**src/rtl/bad_pkg.sv**
```systemverilog
// ----------------------------------------------------------------------------
// bad_pkg
// shared types, constants and lookup tables of the box average downscaler
// ----------------------------------------------------------------------------
`default_nettype none

package bad_pkg;

    localparam int MAX_WIDTH   = 4096;
    localparam int MAX_HEIGHT  = 4096;
    localparam int MAX_SHRINK  = 16;
    localparam int QUEUE_DEPTH = 4;

    localparam int ADDR_W  = $clog2(MAX_WIDTH);     // line buffer index
    localparam int COL_W   = $clog2(MAX_WIDTH);     // source column counter
    localparam int ROW_W   = $clog2(MAX_HEIGHT);    // source row counter
    localparam int DIM_W   = 13;                    // width / height registers
    localparam int FAC_W   = 5;                     // factor register
    localparam int PHASE_W = 4;                     // phase inside a square
    localparam int SUM_W   = 16;                    // partial block sum
    localparam int AREA_W  = 9;                     // factor squared
    localparam int RW_W    = 14;                    // width reciprocal
    localparam int RA_W    = 17;                    // area reciprocal
    localparam int RW_SH   = 13;                    // width reciprocal scale
    localparam int RA_SH   = 16;                    // area reciprocal scale
    localparam int APB_AW  = 4;
    localparam int APB_DW  = 32;

    typedef enum logic [1:0] {
        REG_SHRINK = 2'd0,
        REG_WIDTH  = 2'd1,
        REG_HEIGHT = 2'd2
    } reg_idx_t;

    // settled configuration handed to front and back
    typedef struct packed {
        logic                settled;
        logic [FAC_W-1:0]    factor;
        logic [DIM_W-1:0]    width;
        logic [DIM_W-1:0]    height;
        logic [DIM_W-1:0]    out_w;
        logic [DIM_W-1:0]    out_wf;
        logic [DIM_W-1:0]    out_hf;
        logic [AREA_W-1:0]   area;
        logic [RA_W-1:0]     area_recip;
    } cfg_t;

    // one accumulate command for the back end
    typedef struct packed {
        logic [7:0]          pix;
        logic [ADDR_W-1:0]   addr;
        logic                first;
        logic                close;
        logic                row_end;
        logic                frame_end;
    } cmd_t;

    // floor(2^13 / f), f in 1..16
    function automatic logic [RW_W-1:0] width_recip(input logic [FAC_W-1:0] f);
        logic [RW_W-1:0] r;
        case (f)
            5'd1:    r = 14'd8192;
            5'd2:    r = 14'd4096;
            5'd3:    r = 14'd2730;
            5'd4:    r = 14'd2048;
            5'd5:    r = 14'd1638;
            5'd6:    r = 14'd1365;
            5'd7:    r = 14'd1170;
            5'd8:    r = 14'd1024;
            5'd9:    r = 14'd910;
            5'd10:   r = 14'd819;
            5'd11:   r = 14'd744;
            5'd12:   r = 14'd682;
            5'd13:   r = 14'd630;
            5'd14:   r = 14'd585;
            5'd15:   r = 14'd546;
            5'd16:   r = 14'd512;
            default: r = 14'd8192;
        endcase
        return r;
    endfunction

    // floor(2^16 / f^2), f in 1..16
    function automatic logic [RA_W-1:0] area_recip(input logic [FAC_W-1:0] f);
        logic [RA_W-1:0] r;
        case (f)
            5'd1:    r = 17'd65536;
            5'd2:    r = 17'd16384;
            5'd3:    r = 17'd7281;
            5'd4:    r = 17'd4096;
            5'd5:    r = 17'd2621;
            5'd6:    r = 17'd1820;
            5'd7:    r = 17'd1337;
            5'd8:    r = 17'd1024;
            5'd9:    r = 17'd809;
            5'd10:   r = 17'd655;
            5'd11:   r = 17'd541;
            5'd12:   r = 17'd455;
            5'd13:   r = 17'd387;
            5'd14:   r = 17'd334;
            5'd15:   r = 17'd291;
            5'd16:   r = 17'd256;
            default: r = 17'd65536;
        endcase
        return r;
    endfunction

endpackage

`default_nettype wire

```
**src/rtl/bad_stream_if.sv**
```systemverilog
// ----------------------------------------------------------------------------
// bad_pix_if / bad_avg_if
// valid/ready channels for source pixels and averaged pixels
// ----------------------------------------------------------------------------
`default_nettype none

interface bad_pix_if;
    logic       valid;
    logic       ready;
    logic [7:0] pixel_in;
    logic       frame_start;

    modport source (output valid, output pixel_in, output frame_start, input ready);
    modport sink   (input valid, input pixel_in, input frame_start, output ready);
endinterface


`default_nettype wire

```
**src/rtl/bad_front.sv**
```systemverilog
// ----------------------------------------------------------------------------
// bad_front
// source position tracking and square classification
// ----------------------------------------------------------------------------
`default_nettype none

module bad_front (
    input  logic          clk,
    input  logic          rst_n,
    input  bad_pkg::cfg_t cfg,
    bad_pix_if.sink       pixel_stream,
    input  logic          q_full,
    output logic          push,
    output bad_pkg::cmd_t push_cmd
);
    import bad_pkg::*;

    logic [COL_W-1:0]   col_reg, col_next, cur_col;
    logic [ROW_W-1:0]   row_reg, row_next, cur_row;
    logic [PHASE_W-1:0] cp_reg, cp_next, cur_cp;
    logic [PHASE_W-1:0] rp_reg, rp_next, cur_rp;
    logic [ADDR_W-1:0]  oc_reg, oc_next, cur_oc;
    logic               accept;
    logic               in_square;
    logic [FAC_W-1:0]   f_last;
    logic [DIM_W-1:0]   col_inc, row_inc;
    logic [FAC_W-1:0]   cp_inc, rp_inc;

    assign pixel_stream.ready = cfg.settled && !q_full;
    assign accept             = pixel_stream.valid && pixel_stream.ready;

    always_comb
    begin
        if (pixel_stream.frame_start)
        begin
            cur_col = '0;
            cur_row = '0;
            cur_cp  = '0;
            cur_rp  = '0;
            cur_oc  = '0;
        end
        else
        begin
            cur_col = col_reg;
            cur_row = row_reg;
            cur_cp  = cp_reg;
            cur_rp  = rp_reg;
            cur_oc  = oc_reg;
        end
    end

    // classify
    always_comb
    begin
        f_last    = cfg.factor - FAC_W'(1);
        in_square = (DIM_W'(cur_col) < cfg.out_wf) && (DIM_W'(cur_row) < cfg.out_hf)
                 && (DIM_W'(cur_oc) < cfg.out_w);
        push_cmd.pix       = pixel_stream.pixel_in;
        push_cmd.addr      = cur_oc;
        push_cmd.first     = (cur_rp == '0) && (cur_cp == '0);
        push_cmd.close     = (FAC_W'(cur_rp) == f_last) && (FAC_W'(cur_cp) == f_last);
        push_cmd.row_end   = (DIM_W'(cur_oc) == cfg.out_w - DIM_W'(1));
        push_cmd.frame_end = push_cmd.row_end
                          && (DIM_W'(cur_row) == cfg.out_hf - DIM_W'(1));
        push               = accept && in_square;
    end

    // advance
    always_comb
    begin
        col_inc  = DIM_W'(cur_col) + DIM_W'(1);
        row_inc  = DIM_W'(cur_row) + DIM_W'(1);
        cp_inc   = FAC_W'(cur_cp) + FAC_W'(1);
        rp_inc   = FAC_W'(cur_rp) + FAC_W'(1);
        col_next = cur_col;
        row_next = cur_row;
        cp_next  = cur_cp;
        rp_next  = cur_rp;
        oc_next  = cur_oc;
        if (col_inc >= cfg.width)
        begin
            col_next = '0;
            cp_next  = '0;
            oc_next  = '0;
            if (row_inc >= cfg.height)
            begin
                row_next = '0;
                rp_next  = '0;
            end
            else
            begin
                row_next = row_inc[ROW_W-1:0];
                rp_next  = (rp_inc >= cfg.factor) ? '0 : rp_inc[PHASE_W-1:0];
            end
        end
        else
        begin
            col_next = col_inc[COL_W-1:0];
            if (cp_inc >= cfg.factor)
            begin
                cp_next = '0;
                oc_next = cur_oc + ADDR_W'(1);
            end
            else
                cp_next = cp_inc[PHASE_W-1:0];
        end
    end

    always_ff @(posedge clk or negedge rst_n)
    begin
        if (!rst_n)
        begin
            col_reg <= '0;
            row_reg <= '0;
            cp_reg  <= '0;
            rp_reg  <= '0;
            oc_reg  <= '0;
        end
        else if (accept)
        begin
            col_reg <= col_next;
            row_reg <= row_next;
            cp_reg  <= cp_next;
            rp_reg  <= rp_next;
            oc_reg  <= oc_next;
        end
    end

endmodule

`default_nettype wire

```
**src/flat_wrapper.sv**
```systemverilog
// flat-port wrapper written by rule: the top's interface ports become plain ports
module bad_front_flat import bad_pkg::*;
  (clk, rst_n, cfg, q_full, push, push_cmd, pixel_stream_valid, pixel_stream_pixel_in, pixel_stream_frame_start, pixel_stream_ready);
  bad_pix_if pixel_stream_i ();
  input  logic clk;
  input  logic rst_n;
  input  bad_pkg::cfg_t cfg;
  input  logic q_full;
  output logic push;
  output bad_pkg::cmd_t push_cmd;
  input wire logic [$bits(pixel_stream_i.valid)-1:0] pixel_stream_valid;
  input wire logic [$bits(pixel_stream_i.pixel_in)-1:0] pixel_stream_pixel_in;
  input wire logic [$bits(pixel_stream_i.frame_start)-1:0] pixel_stream_frame_start;
  output wire logic [$bits(pixel_stream_i.ready)-1:0] pixel_stream_ready;
  assign pixel_stream_i.valid = pixel_stream_valid;
  assign pixel_stream_i.pixel_in = pixel_stream_pixel_in;
  assign pixel_stream_i.frame_start = pixel_stream_frame_start;
  assign pixel_stream_ready = pixel_stream_i.ready;
  bad_front u_core (.clk(clk), .rst_n(rst_n), .cfg(cfg), .pixel_stream(pixel_stream_i), .q_full(q_full), .push(push), .push_cmd(push_cmd));
endmodule
```
**config.mk**
```make
export PLATFORM = sky130hd
export DESIGN_NAME = bad_front_flat
export DESIGN_NICKNAME = d
export VERILOG_FILES = /design/src/rtl/bad_pkg.sv /design/src/rtl/bad_stream_if.sv /design/src/rtl/bad_front.sv /design/src/flat_wrapper.sv
export SDC_FILE = /design/constraint.sdc
export NUM_CORES = 1
export LEC_CHECK = 0
export ABC_AREA = 1
export BUFFER_PORTS_ARGS = -buffer_cell sky130_fd_sc_hd__clkbuf_2
export CAP_MARGIN = 20
export CORE_MARGIN = 4
export CORE_UTILIZATION = 51
export DETAILED_ROUTE_END_ITERATION = 12
export PLACE_DENSITY = 0.76
export SYNTH_ARGS = -nofsm -noshare
export SYNTH_HDL_FRONTEND = slang
export SYNTH_SLANG_ARGS = --single-unit
```
**constraint.sdc**
```tcl
create_clock -name clk -period 2.75 [get_ports clk]
set_input_delay 0.275 -clock clk [delete_from_list [all_inputs] [get_ports clk]]
set_output_delay 0.275 -clock clk [all_outputs]
set_load 0.1 [all_outputs]
```
# Word level (Yosys, flattened, before mapping)
# Cells that the tools add are included.
[word_totals] output_inout_bits=26 inputBits=110 regBits=44
[op_classes] muxes=15 reduce_logical=11 eq_ne=4 n_addsub=8 n_lt_le_gt_ge=7
[ops] op="$mux 12" count=8
[ops] op="$lt 12x13->1" count=3
[ops] op="$mux 4" count=7
[ops] op="$add 12x1->13 const B" count=2
[ops] op="$eq 12x13->1" count=2
[ops] op="$ge 13x13->1" count=2
[ops] op="$sub 13x1->13 const B" count=2
[ops] op="$add 12x1->12 const B" count=1
[ops] op="$add 4x1->5 const B" count=2
[ops] op="$eq 4x5->1" count=2
[ops] op="$ge 5x5->1" count=2
[ops] op="$logic_and 1x1->1" count=8
[ops] op="$logic_not 4->1" count=2
[ops] op="$sub 5x1->5 const B" count=1
[ops] op="$logic_not 1->1" count=1

# Logic depth before layout (Yosys ltp)
# Gate-level depths: netlist of run 1.
[depth] word_depth=6 ltp_mapped=21

# Least setup slack after synthesis of run 1
# Ideal clock, no wire load.
[synth_timing] kind="input to output" from="input port pixel_stream_frame_start" to="output port push_cmd[0] (netlist name)" arrival_time_ns=4.230 path_slack_ns=-1.755 path_buffers=2 stages=14 cell_sequence="buf_6 buf_2 nor2_1 inv_1 ha_1 inv_1 nand3_1 nor2_1 nand3_1 nor2_1 nand2_1 nor2_1 nand2_1 nor2_1"
[synth_rtl] element="from (decl)" line_no="flat_wrapper.sv:13" rtl="input wire logic [$bits(pixel_stream_i.frame_start)-1:0] pixel_stream_frame_start;"
[synth_rtl] element="to (decl)" line_no="flat_wrapper.sv:10" rtl="output bad_pkg::cmd_t push_cmd;"

# Final worst setup path of run 1
[layout_timing] from="register u_core.col_reg[5]" to="register u_core.row_reg[4]"
[layout_via] elab_chain_len=4
[layout_rtl] element="from (decl)" line_no="bad_front.sv:18" rtl="logic [COL_W-1:0] col_reg, col_next, cur_col;"
[layout_rtl] element="from (signal assigned)" line_no="bad_front.sv:121" rtl="col_reg <= col_next;"
[layout_rtl] element="$mux 12" line_no="bad_front.sv:34" rtl="if (pixel_stream.frame_start)"
[layout_rtl] element="$add 12x1->13" line_no="bad_front.sv:71" rtl="col_inc = DIM_W'(cur_col) + DIM_W'(1);"
[layout_rtl] element="$ge 13x13->1" line_no="bad_front.sv:80" rtl="if (col_inc >= cfg.width)"
[layout_rtl] element="$mux 12" line_no="bad_front.sv:80"
[layout_rtl] element="to (signal assigned)" line_no="bad_front.sv:122" rtl="row_reg <= row_next;"
[layout_rtl] element="to (decl)" line_no="bad_front.sv:19" rtl="logic [ROW_W-1:0] row_reg, row_next, cur_row;"
# Every way passes these cells.
# A chain may end at the register's enable or synchronous reset.

==> metrics.md, run 1 <==
| Metric | Value |
|---|---|
| Final Cycle Share | `103%` |
| Power density over cell area | `283 nW/um^2` |
| Synth Instances | `1012` |
| Hold/Removal Path Class | `input port to async pin` |
| Syn Area/Cell | `6.08 sq um` |
| 1st-iter DRT viols | `427` |
| Die ar. | `13900 sq um` |
| Inst Count DP | `1291` |
| GR peak layer | `met2` |
| Sw Share | `36.5%` |
| Pin count of the biggest net entering global routing | `36` |
| Final Hold Fails | `0` |
| Most frequent cells in the layout | `285 x nand2_1, 178 x inv_1, 91 x nor2_1` |
| Final critical-path required period | `2.82 ns` |
| Post-layout nets | `1356` |
| Post-route ant nets | `0` |
| Routed len/inst | `13.0 microns` |
| CTS tree | `built` |
| Fmax | `0.355 GHz` |
| Final setup fails | `29` |
| Worst Skew | `0.00672 ns` |
| Met3 usage | `2.55%` |
| Logic pwr share | `36.5%` |
| #FFs+latches synth | `44` |
| Setup WS pre-CTS | `-0.268 ns` |
| Vias | `6785` |
| Critical Path End Type | `flop` |
| First-pass GRT wire length | `27.8 mm` |
| Final std cells w/o fill | `1309` |
| Crit path DAT | `3.00 ns` |
| # fillers | `1007` |
| GPL Wtd Cong | `0.914` |
| Hold Slack | `0.0138 ns` |
| Core ar. | `11600 sq um` |
| Reg-to-reg endpoint | `u_core.row_reg[4]$_DFFE_PN0P_` |
| Antenna Cells | `0` |
| Starting Density | `53.0%` |
| Part of the power in registers | `31.9%` |
| Avg Vias per Cell | `5.18` |
| IO Pins | `136` |
| Seq/Total Area, Yosys | `17.9%` |
| # Max-Cap Violations | `0` |
| Peak VDD IR | `0.000242 V` |
| Fin util | `68.6%` |
| Commonest non-fill, non-tap cell in the layout | `nand2_1` |
| P_sw | `0.823 mW` |
| Fraction of registers with async set or reset after synthesis | `100%` |
| Area of the multi-input gates | `4520 sq um` |
| Die Ht | `118 microns` |
| Pins Over Slew Limit | `0` |
| Later-pin clock latency in the skew report | `0.29 ns` |
| Reg2Reg Setup Slack | `-0.07 ns` |
| Drc violations | `0` |
| Clock group share of total power | `31.6%` |
| Buffers on Ports | `93` |
| Worst setup SP type | `flop` |
| Post-route setup slack | `-0.0703 ns` |
| Clock Sinks | `44` |
| Cell area after synthesis | `6150 sq um` |
| Internal power | `1.43 mW` |
| Syn_nets | `1203` |
| Setup Crit Path Kind | `flop to flop` |
| HPWL Detailed | `13.4 mm` |
| Slew HR | `52.9%` |
| Yosys warning total | `0` |
| Status | `finished with violations` |
| Clock buffer depth | `2` |
| CP Data Required Time | `2.93 ns` |
| H-tree Lvls | `2` |
| Row count | `39` |
| Grt total ovfl | `0` |
| EDFF count, synth | `0` |
| Met1 usage | `30.2%` |
| Critical Path Fanout Max | `6` |
| Total track usage | `23.4%` |
| Reg clk slew, reported paths | `0.07 ns` |
| Drt pass-1 iters | `5` |
| DRT Wirelength | `17.1 mm` |
| Sequential Area | `1100 sq um` |
| Die Span X | `118 microns` |
| Leak | `4.62 nW` |
| Number of antenna violations at the first check in global routing | `0` |
| Num CTS Buffers | `5` |
| Vias in the first global route | `6317` |
| R2r startpoint | `u_core.col_reg[5]$_DFFE_PN0P_` |
| Clock Tree Root | `clkbuf_16` |
| Measured slew at the worst slew-check pin | `0.705 ns` |
| Post-synthesis cell type count | `37` |
| Share of cells above drive strength 1 | `23.8%` |
| Main synth FF type | `dfrtp_1` |
| Setup TNS | `-1.28 ns` |
| R2R cell count | `20` |
| Layout area overhead | `29.5%` |
| GR Layer Usage met2 | `41.6%` |
| RSZ-0062 raised after global routing | `yes` |
| Failing checks | `negative setup slack` |
## critical path, cell delays in order (launching register included)
cell and delay (ns):
dfrtp_1 0.37, inv_2 0.06, nor2_4 0.11, nand2_1 0.07, nor2_2 0.16, nand2_2 0.10
nor2_4 0.14, xor2_2 0.19, inv_1 0.10, ha_4 0.28, nand2_1 0.05, inv_1 0.06
nand3_1 0.09, nor3_2 0.12, nand2_1 0.10, nand3b_1 0.20, nor2_4 0.05, buf_12 0.17
clkbuf_16 0.16, nand2_2 0.06, nand3_2 0.06
## power groups by stage
stage	sequential, mW	clock (mW)	combinational [mW]
floorplan	0.722	0	0.560
finish	0.720	0.713	0.822
CTS	0.717	0.717	0.772
detailed placement	0.728	0	0.764
global route	0.725	0.749	0.919
global placement	0.728	0	0.750
## cell usage after synthesis, types with 3 or more instances
master / count / area [sq um]
nand2_4: 3 / 33.8
a21oi_1: 28 / 140
ha_1: 81 / 1010
nand4_1: 22 / 138
nor2_1: 109 / 409
dfrtp_1: 44 / 1100
clkbuf_1: 4 / 15.0
nor2_2: 6 / 37.5
o21ai_0: 35 / 175
xnor2_1: 3 / 26.3
buf_4: 10 / 75.1
nand2_2: 3 / 18.8
nor3_1: 15 / 75.1
o22ai_1: 7 / 43.8
o21bai_1: 5 / 37.5
nor3_4: 4 / 65.1
nand3_1: 85 / 425
buf_2: 7 / 35.0
nand2_1: 300 / 1130
xor2_1: 30 / 263
inv_1: 188 / 706
## layer usage
metal | share of wire, % | vias to the layer above
li1 | - | 3491
met5 | 0 | -
met2 | 49 | 197
met3 | 5.1 | 24
met4 | 2.1 | 0
met1 | 44 | 3073
## cell families (layout without fill, tap and decap cells)
logic type / after synthesis / count (layout) / share of synthesized area [%]
compound gates: 82 / 82 / 7.26
fa+ha+maj: 81 / 81 / 16.5
xor+xnor: 33 / 33 / 4.70
simple gates: 558 / 558 / 39.3
flops: 44 / 44 / 17.9
buf+inv: 214 / 368 / 14.4
## stage by stage
stage	total power, mW	area, sq um
after detailed placement	1.49	7390
after floorplan	1.28	6270
after global placement	1.48	7390
final	2.25	7970
after global routing	2.39	7970
after CTS	2.21	7590
## area by class of cell
cell class | instances | area share (%)
multi-input cells | 754 | 56.7
repair buffers | 170 | 15.9
clock inverters | 3 | 0.597
inverters | 190 | 9.19
flip-flops and latches | 44 | 13.8
clock buffers | 5 | 1.57
well taps | 143 | 2.25
## worst max-delay path by stage
stage               depth (start not counted)                             to  slack [ns]                           from
floorplan                                  14                    push_cmd[0]       -0.01       pixel_stream_frame_start
global placement                           21   u_core.oc_reg[9]$_DFFE_PN0P_       -0.17       pixel_stream_frame_start
detailed placement                         21   u_core.oc_reg[1]$_DFFE_PN0P_       -0.27       pixel_stream_frame_start
CTS                                        13                           push      -0.005       pixel_stream_frame_start
global route                               19  u_core.row_reg[5]$_DFFE_PN0P_       -0.26  u_core.col_reg[5]$_DFFE_PN0P_
finish                                     20  u_core.row_reg[4]$_DFFE_PN0P_       -0.07  u_core.col_reg[5]$_DFFE_PN0P_
## what timing repair did
| action | 4_1_cts | 5_1_grt |
|---|---|---|
| pin swaps | 3 | 32 |
| setup buffers | 0 | 6 |
| endpoints found under the setup margin | 8 | 47 |
| hold buffers | 0 | 0 |
| gates cloned | 0 | 4 |
| gates resized for setup | 7 | 76 |
Note: power is estimated with default switching activity, not from simulation.
==> inputs of run 2 (changes only) <==
- ABC_AREA: 1 -> default
- CORE_UTILIZATION: 51 -> 50
- PLACE_DENSITY: 0.76 -> 0.75
==> metrics.md, run 2 <==
| Metric | Value |
|---|---|
| Status | `finished with violations` |
| Failing checks | `negative setup slack` |
| Worst setup SP type | `flop` |
| Most frequent cells in the layout | `187 x buf_4, 86 x clkbuf_2, 80 x inv_1` |
| Dominant cells by area after synthesis | `dfrtp_1 19%, ha_1 18%, inv_1 5.5%` |
| #FFs+latches synth | `44 (unchanged)` |
| Final Hold Fails | `0 (unchanged)` |
| 1st-iter DRT viols | `924 (+120%)` |
| Number of antenna violations at the first check in global routing | `0 (unchanged)` |
| Synth Instances | `743 (-27%)` |
| Drc violations | `0 (unchanged)` |
| Clock buffer depth | `2 (unchanged)` |
| Top cells by count, synth | `84 x inv_1, 81 x ha_1, 70 x nand2_1` |
| Routed len/inst | `20.5 microns (+58%)` |
| Buffers on Ports | `93 (unchanged)` |
| Vias | `7224 (+6.5%)` |
| Share of the synthesized area in the top cell type | `19.2% (+0.94 points)` |
| EDFF count, synth | `0 (unchanged)` |
| Grt total ovfl | `0 (unchanged)` |
| Seq/Total Area, Yosys | `19.2% (+1.3 points)` |
| Core ar. | `11000 sq um (-5.0%)` |
| Yosys warning total | `0 (unchanged)` |
| Post-route setup slack | `-0.660 ns (-0.589 ns)` |
| Setup Crit Path Kind | `flop to flop` |
| Hold/Removal Path Class | `input port to flop` |
| Final setup fails | `47 (+62%)` |
| DRT Wirelength | `23.7 mm (+39%)` |
| Final Cycle Share | `124% (+21 points)` |
| Slew HR | `60.1% (+7.2 points)` |
| Crit path DAT | `3.60 ns (+0.60 ns)` |
| Total track usage | `30.5% (+7.1 points)` |
| RSZ-0062 raised after global routing | `yes` |
| CTS tree | `built` |
| First-pass GRT wire length | `33.1 mm (+19%)` |
| Later-pin clock latency in the skew report | `0.29 ns (about the same)` |
| Fmax | `0.293 GHz (-17%)` |
| Clock Sinks | `44 (unchanged)` |
| Power density over cell area | `253 nW/um^2 (-11%)` |
| # fillers | `602 (-40%)` |
| Peak VDD IR | `0.000275 V (+14%)` |
| Design area | `9010 sq um (+13%)` |
| Measured slew at the worst slew-check pin | `0.599 ns (-0.106 ns)` |
| Pin count of the biggest net entering global routing | `37 (+2.8%)` |
| Starting Density | `51.9% (-1.1 points)` |
| Die Ht | `115 microns (-2.4%)` |
| Post-DP Area | `7610 sq um (+3.0%)` |
| Pins Over Slew Limit | `0 (unchanged)` |
| Layout area overhead | `57.4%` |
| Leak | `4.61 nW (-0.10%)` |
| Final critical-path required period | `3.41 ns (+0.589 ns)` |
| Cell area after synthesis | `5720 sq um (-7.0%)` |
| Clock Tree Root | `clkbuf_16` |
| Post-route ant nets | `0 (unchanged)` |
| Worst Skew | `0.00468 ns (-0.00204 ns)` |
| HPWL Detailed | `14.3 mm (+6.8%)` |
| Avg Vias per Cell | `6.25 (+21%)` |
| Post-synthesis cell type count | `68 (+84%)` |
| Largest area contributor in the netlist | `dfrtp_1` |
| Hold Slack | `0.487 ns (+0.474 ns)` |
| Post-layout nets | `1206 (-11%)` |
| Syn Area/Cell | `7.70 sq um (+27%)` |
| Syn_nets | `934 (-22%)` |
| Die Span X | `115 microns (-2.4%)` |
| Main synth FF type | `dfrtp_1` |
| # Max-Cap Violations | `0 (unchanged)` |
| CP Data Required Time | `2.94 ns (about the same)` |
| Row count | `38 (-2.6%)` |
| Reg clk slew, reported paths | `0.06 ns (about the same)` |
| Reg2Reg Setup Slack | `-0.66 ns (-0.59 ns)` |
| Drt pass-1 iters | `6 (+1)` |
| GPL Wtd Cong | `0.912 (-0.25%)` |
| Antenna Cells | `0 (unchanged)` |
| IO Pins | `136 (unchanged)` |
| Fin util | `81.6% (+13 points)` |
| Share of cells above drive strength 1 | `43.7% (+20 points)` |
| Commonest non-fill, non-tap cell in the layout | `buf_4` |
| Final std cells w/o fill | `1155 (-12%)` |
| Inst Count DP | `1097 (-15%)` |
| Critical Path End Type | `flop` |
| Fraction of registers with async set or reset after synthesis | `100% (unchanged)` |
| Most numerous cell in the Yosys netlist | `inv_1` |
| Critical Path Fanout Max | `5 (-1)` |
| Vias in the first global route | `7066 (+12%)` |
| Die ar. | `13200 sq um (-4.8%)` |
| H-tree Lvls | `2 (unchanged)` |
| Setup WS pre-CTS | `-0.751 ns (-0.483 ns)` |
| Num CTS Buffers | `5 (unchanged)` |
[run 2: changes by cell type in the layout (fill, tap and decap cells not counted), sizes merged, moves of 12 or more]
cell / change
inv: -99
nand3: -59
nand2: -236
nor2b: +36
xnor2: +34
nand2b: +17
and3: +12
a21o: +18
xor2: -16
nor2: -82
buf: +132
nor4: +14
[run 2: per-layer routing]
metal	vias to the layer above	GRT usage [%]	part of all wire, %
met3	168	3.63	8.3
met1	3359	36.9	37
met5	-	0	0
li1	3186	-	-
met4	0	14.2	6.6
met2	511	53.8	48
[run 2: critical path, cell delays in order (launching register included)]
cell and delay [ns]:
dfrtp_1 0.41, nand4_1 0.26, nor4_4 0.39, nand3_1 0.15, or3_4 0.40, a21oi_4 0.18
ha_4 0.23, o21ai_2 0.11, nor2_1 0.05, or3_4 0.35, nor3_4 0.25, buf_6 0.17
a31oi_1 0.08, o311ai_1 0.27
[run 2: what timing repair did]
item / in CTS / in global routing
pin swaps: 57 / 38
endpoints found under the setup margin: 47 / 47
resized for setup: 97 / 71
setup buffers: 38 / 16
hold buffers: 1 / 0
endpoints found under the hold margin: 21 / 0
[run 2: final timing paths]
path	cells past startpoint	from	end
hold / removal	3	pixel_stream_frame_start	u_core.rp_reg[2]$_DFFE_PN0P_
max in group asynchronous	3	rst_n	u_core.col_reg[3]$_DFFE_PN0P_
min in group asynchronous	2	rst_n	u_core.col_reg[7]$_DFFE_PN0P_
hold reg to reg	1	u_core.col_reg[11]$_DFFE_PN0P_	u_core.col_reg[11]$_DFFE_PN0P_
setup / recovery	13	u_core.row_reg[2]$_DFFE_PN0P_	u_core.rp_reg[2]$_DFFE_PN0P_
setup reg to reg	13	u_core.row_reg[2]$_DFFE_PN0P_	u_core.rp_reg[2]$_DFFE_PN0P_
[run 2: final cells by class]
| class | count | area, sq um | share of cell area (%) |
|---|---|---|---|
| clock buffer | 6 | 129 | 1.43 |
| clock inverter | 1 | 5.00 | 0.0556 |
| inverter | 88 | 333 | 3.70 |
| multi-input combinational | 574 | 5000 | 55.5 |
| sequential | 44 | 1100 | 12.2 |
| tap | 140 | 175 | 1.94 |
| timing repair buffer | 302 | 2260 | 25.1 |
[run 2: report_power, final]
group	switching, mW	total, mW	internal, mW
Clock	0.253	0.584	0.331
Sequential	0.0423	0.722	0.680
Combinational	0.542	0.975	0.433
[run 2: stage by stage]
stage	TNS [ns]	power [mW]
4_1_cts	-7.58	2.18
3_5_place_dp	-24.66	1.53
6_report	-15.23	2.28
2_1_floorplan	-24.00	1.23
3_3_place_gp	-17.87	1.49
5_1_grt	-18.76	2.38
[run 2: cells by family (layout without fill, tap and decap cells)]
group	count (synthesis)	after routing	share of synthesized area, %
DFF	44	44	19.2
xor gates and xnor gates	51	51	7.94
adders and majority gates	81	81	17.7
buffers and inverters	125	397	8.92
AOI/OAI and AO/OA	152	152	18.3
and+or+nand+nor	284	284	26.8
muxes	6	6	1.09
==> inputs of run 3 (changes only) <==
- ABC_AREA: default -> 1
- CORE_UTILIZATION: 50 -> 51
- PLACE_DENSITY: 0.75 -> 0.76
- SETUP_SLACK_MARGIN: default -> 0.02
==> metrics.md, run 3 (synthesis results as in run 1) <==
| Metric | Value |
|---|---|
| Pins Over Slew Limit | `0 (unchanged)` |
| Routed len/inst | `14.2 microns (-31%)` |
| Worst Skew | `0.00337 ns (-0.00131 ns)` |
| Fmax | `0.338 GHz (+15%)` |
| Design area | `8270 sq um (-8.2%)` |
| Post-route setup slack | `-0.206 ns (+0.453 ns)` |
| H-tree Lvls | `2 (unchanged)` |
| HPWL Detailed | `13.7 mm (-4.5%)` |
| IO Pins | `136 (unchanged)` |
| Number of antenna violations at the first check in global routing | `0 (unchanged)` |
| Final Hold Fails | `0 (unchanged)` |
| Status | `finished with violations` |
| Measured slew at the worst slew-check pin | `0.713 ns (+0.114 ns)` |
| Clock group share of total power | `28.8% (+3.2 points)` |
| Commonest non-fill, non-tap cell in the layout | `nand2_1` |
| Drt pass-1 iters | `5 (-1)` |
| Peak VDD IR | `0.000227 V (-18%)` |
| Final setup fails | `30 (-36%)` |
| Most frequent cells in the layout | `267 x nand2_1, 175 x inv_1, 94 x nor2_1` |
| # fillers | `957 (+59%)` |
| P_sw | `0.816 mW (-2.5%)` |
| Antenna Cells | `0 (unchanged)` |
| Clock buffer depth | `2 (unchanged)` |
| Clock Tree Root | `clkbuf_16` |
| Reg-to-reg endpoint | `u_core.rp_reg[3]$_DFFE_PN0P_` |
| Avg Vias per Cell | `5.32 (-15%)` |
| GPL Wtd Cong | `0.893 (-2.1%)` |
| 1st-iter DRT viols | `516 (-44%)` |
| Total track usage | `25.4% (-5.1 points)` |
| DRT Wirelength | `18.9 mm (-20%)` |
| Row count | `39 (+2.6%)` |
| Sw Share | `36.8% (+0.13 points)` |
| Die Ht | `118 microns (+2.5%)` |
| Logic pwr share | `38.7% (-4.0 points)` |
| Critical Path Fanout Max | `8 (+3)` |
| Tot Pwr | `2.22 mW (-2.8%)` |
| # Max-Cap Violations | `0 (unchanged)` |
| Area of the multi-input gates | `4660 sq um (-6.8%)` |
| Power density over cell area | `268 nW/um^2 (+5.8%)` |
| Internal power | `1.40 mW (-3.0%)` |
| Leak | `4.86 nW (+5.3%)` |
| Slew HR | `52.4% (-7.7 points)` |
| CTS tree | `built` |
| Setup Crit Path Kind | `flop to flop` |
| Part of the power in registers | `32.5% (+0.9 points)` |
| Starting Density | `53.0% (+1.1 points)` |
| Post-layout nets | `1379 (+14%)` |
| R2r startpoint | `u_core.col_reg[3]$_DFFE_PN0P_` |
| Clock Sinks | `44 (unchanged)` |
| Vias | `7077 (-2.0%)` |
| Post-DP Area | `7460 sq um (-2.0%)` |
| Die ar. | `13900 sq um (+5.0%)` |
| Vias in the first global route | `6819 (-3.5%)` |
| Critical Path End Type | `flop` |
| Die Span X | `118 microns (+2.5%)` |
| First-pass GRT wire length | `30.0 mm (-9.2%)` |
| Crit path DAT | `3.13 ns (-0.47 ns)` |
| Failing checks | `negative setup slack` |
| Core ar. | `11600 sq um (+5.3%)` |
| Num CTS Buffers | `5 (unchanged)` |
| Worst setup SP type | `flop` |
| Sequential Area | `1100 sq um (-0.11%)` |
| Drc violations | `0 (unchanged)` |
| Reg clk slew, reported paths | `0.06 ns (about the same)` |
| Reg2Reg Setup Slack | `-0.21 ns (+0.45 ns)` |
| Share of cells above drive strength 1 | `27.4% (-16 points)` |
| Buffers on Ports | `93 (unchanged)` |
| Post-route ant nets | `0 (unchanged)` |
| Grt total ovfl | `0 (unchanged)` |
| Final Cycle Share | `108% (-16 points)` |
| RSZ-0062 raised after global routing | `yes` |
| R2R cell count | `20 (+7)` |
| Layout area overhead | `34.5%` |
| CP Data Required Time | `2.92 ns (-0.02 ns)` |
| Final critical-path required period | `2.96 ns (-0.453 ns)` |
| Later-pin clock latency in the skew report | `0.29 ns (about the same)` |
| Pin count of the biggest net entering global routing | `36 (-2.7%)` |
| Hold/Removal Path Class | `input port to async pin` |
-- run 3: cell count changes in the layout (fill, tap and decap cells not counted), sizes merged, moves of 17 or more --
cell and change:
inv +98, nand2 +236, a21o -18, nand3 +59, buf -106, xnor2 -34
nand2b -17, nor2 +82, nor2b -36
-- run 3: routing by layer --
layer | share of wire, % | global-route usage (%) | wire length, microns
met1 | 40 | 31.3 | 7570
met2 | 50 | 45.5 | 9500
met3 | 6.2 | 3.65 | 1180
met4 | 3.2 | 8.42 | 611
met5 | 0 | 0 | 0
-- run 3: area by class of cell --
type	count	area share, %
Clock buffer	7	1.85
Multi-Input combinational cell	754	56.3
Sequential cell	44	13.3
Tap cell	143	2.16
Timing Repair Buffer	193	17.5
Inverter	190	8.86
-- run 3: worst max-delay path by stage --
stage                                             start                             to  slack (ns)
after floorplan                pixel_stream_frame_start                    push_cmd[0]       -0.01
after global placement         pixel_stream_frame_start   u_core.oc_reg[1]$_DFFE_PN0P_       -0.19
after detailed placement       pixel_stream_frame_start   u_core.oc_reg[1]$_DFFE_PN0P_       -0.27
after CTS                 u_core.col_reg[1]$_DFFE_PN0P_  u_core.row_reg[7]$_DFFE_PN0P_        0.01
after global routing      u_core.col_reg[3]$_DFFE_PN0P_  u_core.row_reg[0]$_DFFE_PN0P_       -0.37
final                     u_core.col_reg[3]$_DFFE_PN0P_   u_core.rp_reg[3]$_DFFE_PN0P_       -0.21
-- run 3: stage by stage --
step / hold slack [ns] / cells / setup TNS (ns) / setup slack, ns / util (%)
CTS: 0.0264 / 1322 / 0 / 0.00989 / 67.6
global placement: 0.337 / 1298 / -6.85 / -0.192 / 64.2
floorplan: -0.0206 / 1012 / -0.0143 / -0.0143 / -
detailed placement: 0.329 / 1298 / -9.75 / -0.268 / 64.2
global route: 0.0641 / 1331 / -11.80 / -0.369 / 71.2
finish: 0.0125 / 1331 / -4.51 / -0.206 / 71.2
-- run 3: power groups by stage --
stage / sequential (mW) / combinational (mW) / clock [mW]
6_report: 0.721 / 0.858 / 0.638
5_1_grt: 0.724 / 0.955 / 0.673
4_1_cts: 0.717 / 0.810 / 0.633
3_5_place_dp: 0.728 / 0.777 / 0
3_3_place_gp: 0.727 / 0.762 / 0
2_1_floorplan: 0.722 / 0.560 / 0
-- run 3: worst max-delay path: stages (launching register included) --
cell and delay (ns):
dfrtp_1 0.43, nand3_1 0.19, nor2_4 0.16, nand2_2 0.09, nor2_4 0.14, nand4_1 0.18, nand2_2 0.14, inv_2 0.05
ha_4 0.22, nand2_2 0.06, inv_2 0.03, o21bai_1 0.14, nand2_1 0.09, a21oi_2 0.12, nand3b_1 0.18, buf_4 0.20
nand2_4 0.06, inv_4 0.05, clkbuf_16 0.16, nand2_1 0.06, nand3_1 0.06
-- run 3: what timing repair did --
action,4_1_cts,5_1_grt
endpoints found under the setup margin,27,45
setup buffers,15,9
hold buffers,0,0
pin swaps,5,25
resized for setup,16,107
cloned,2,1
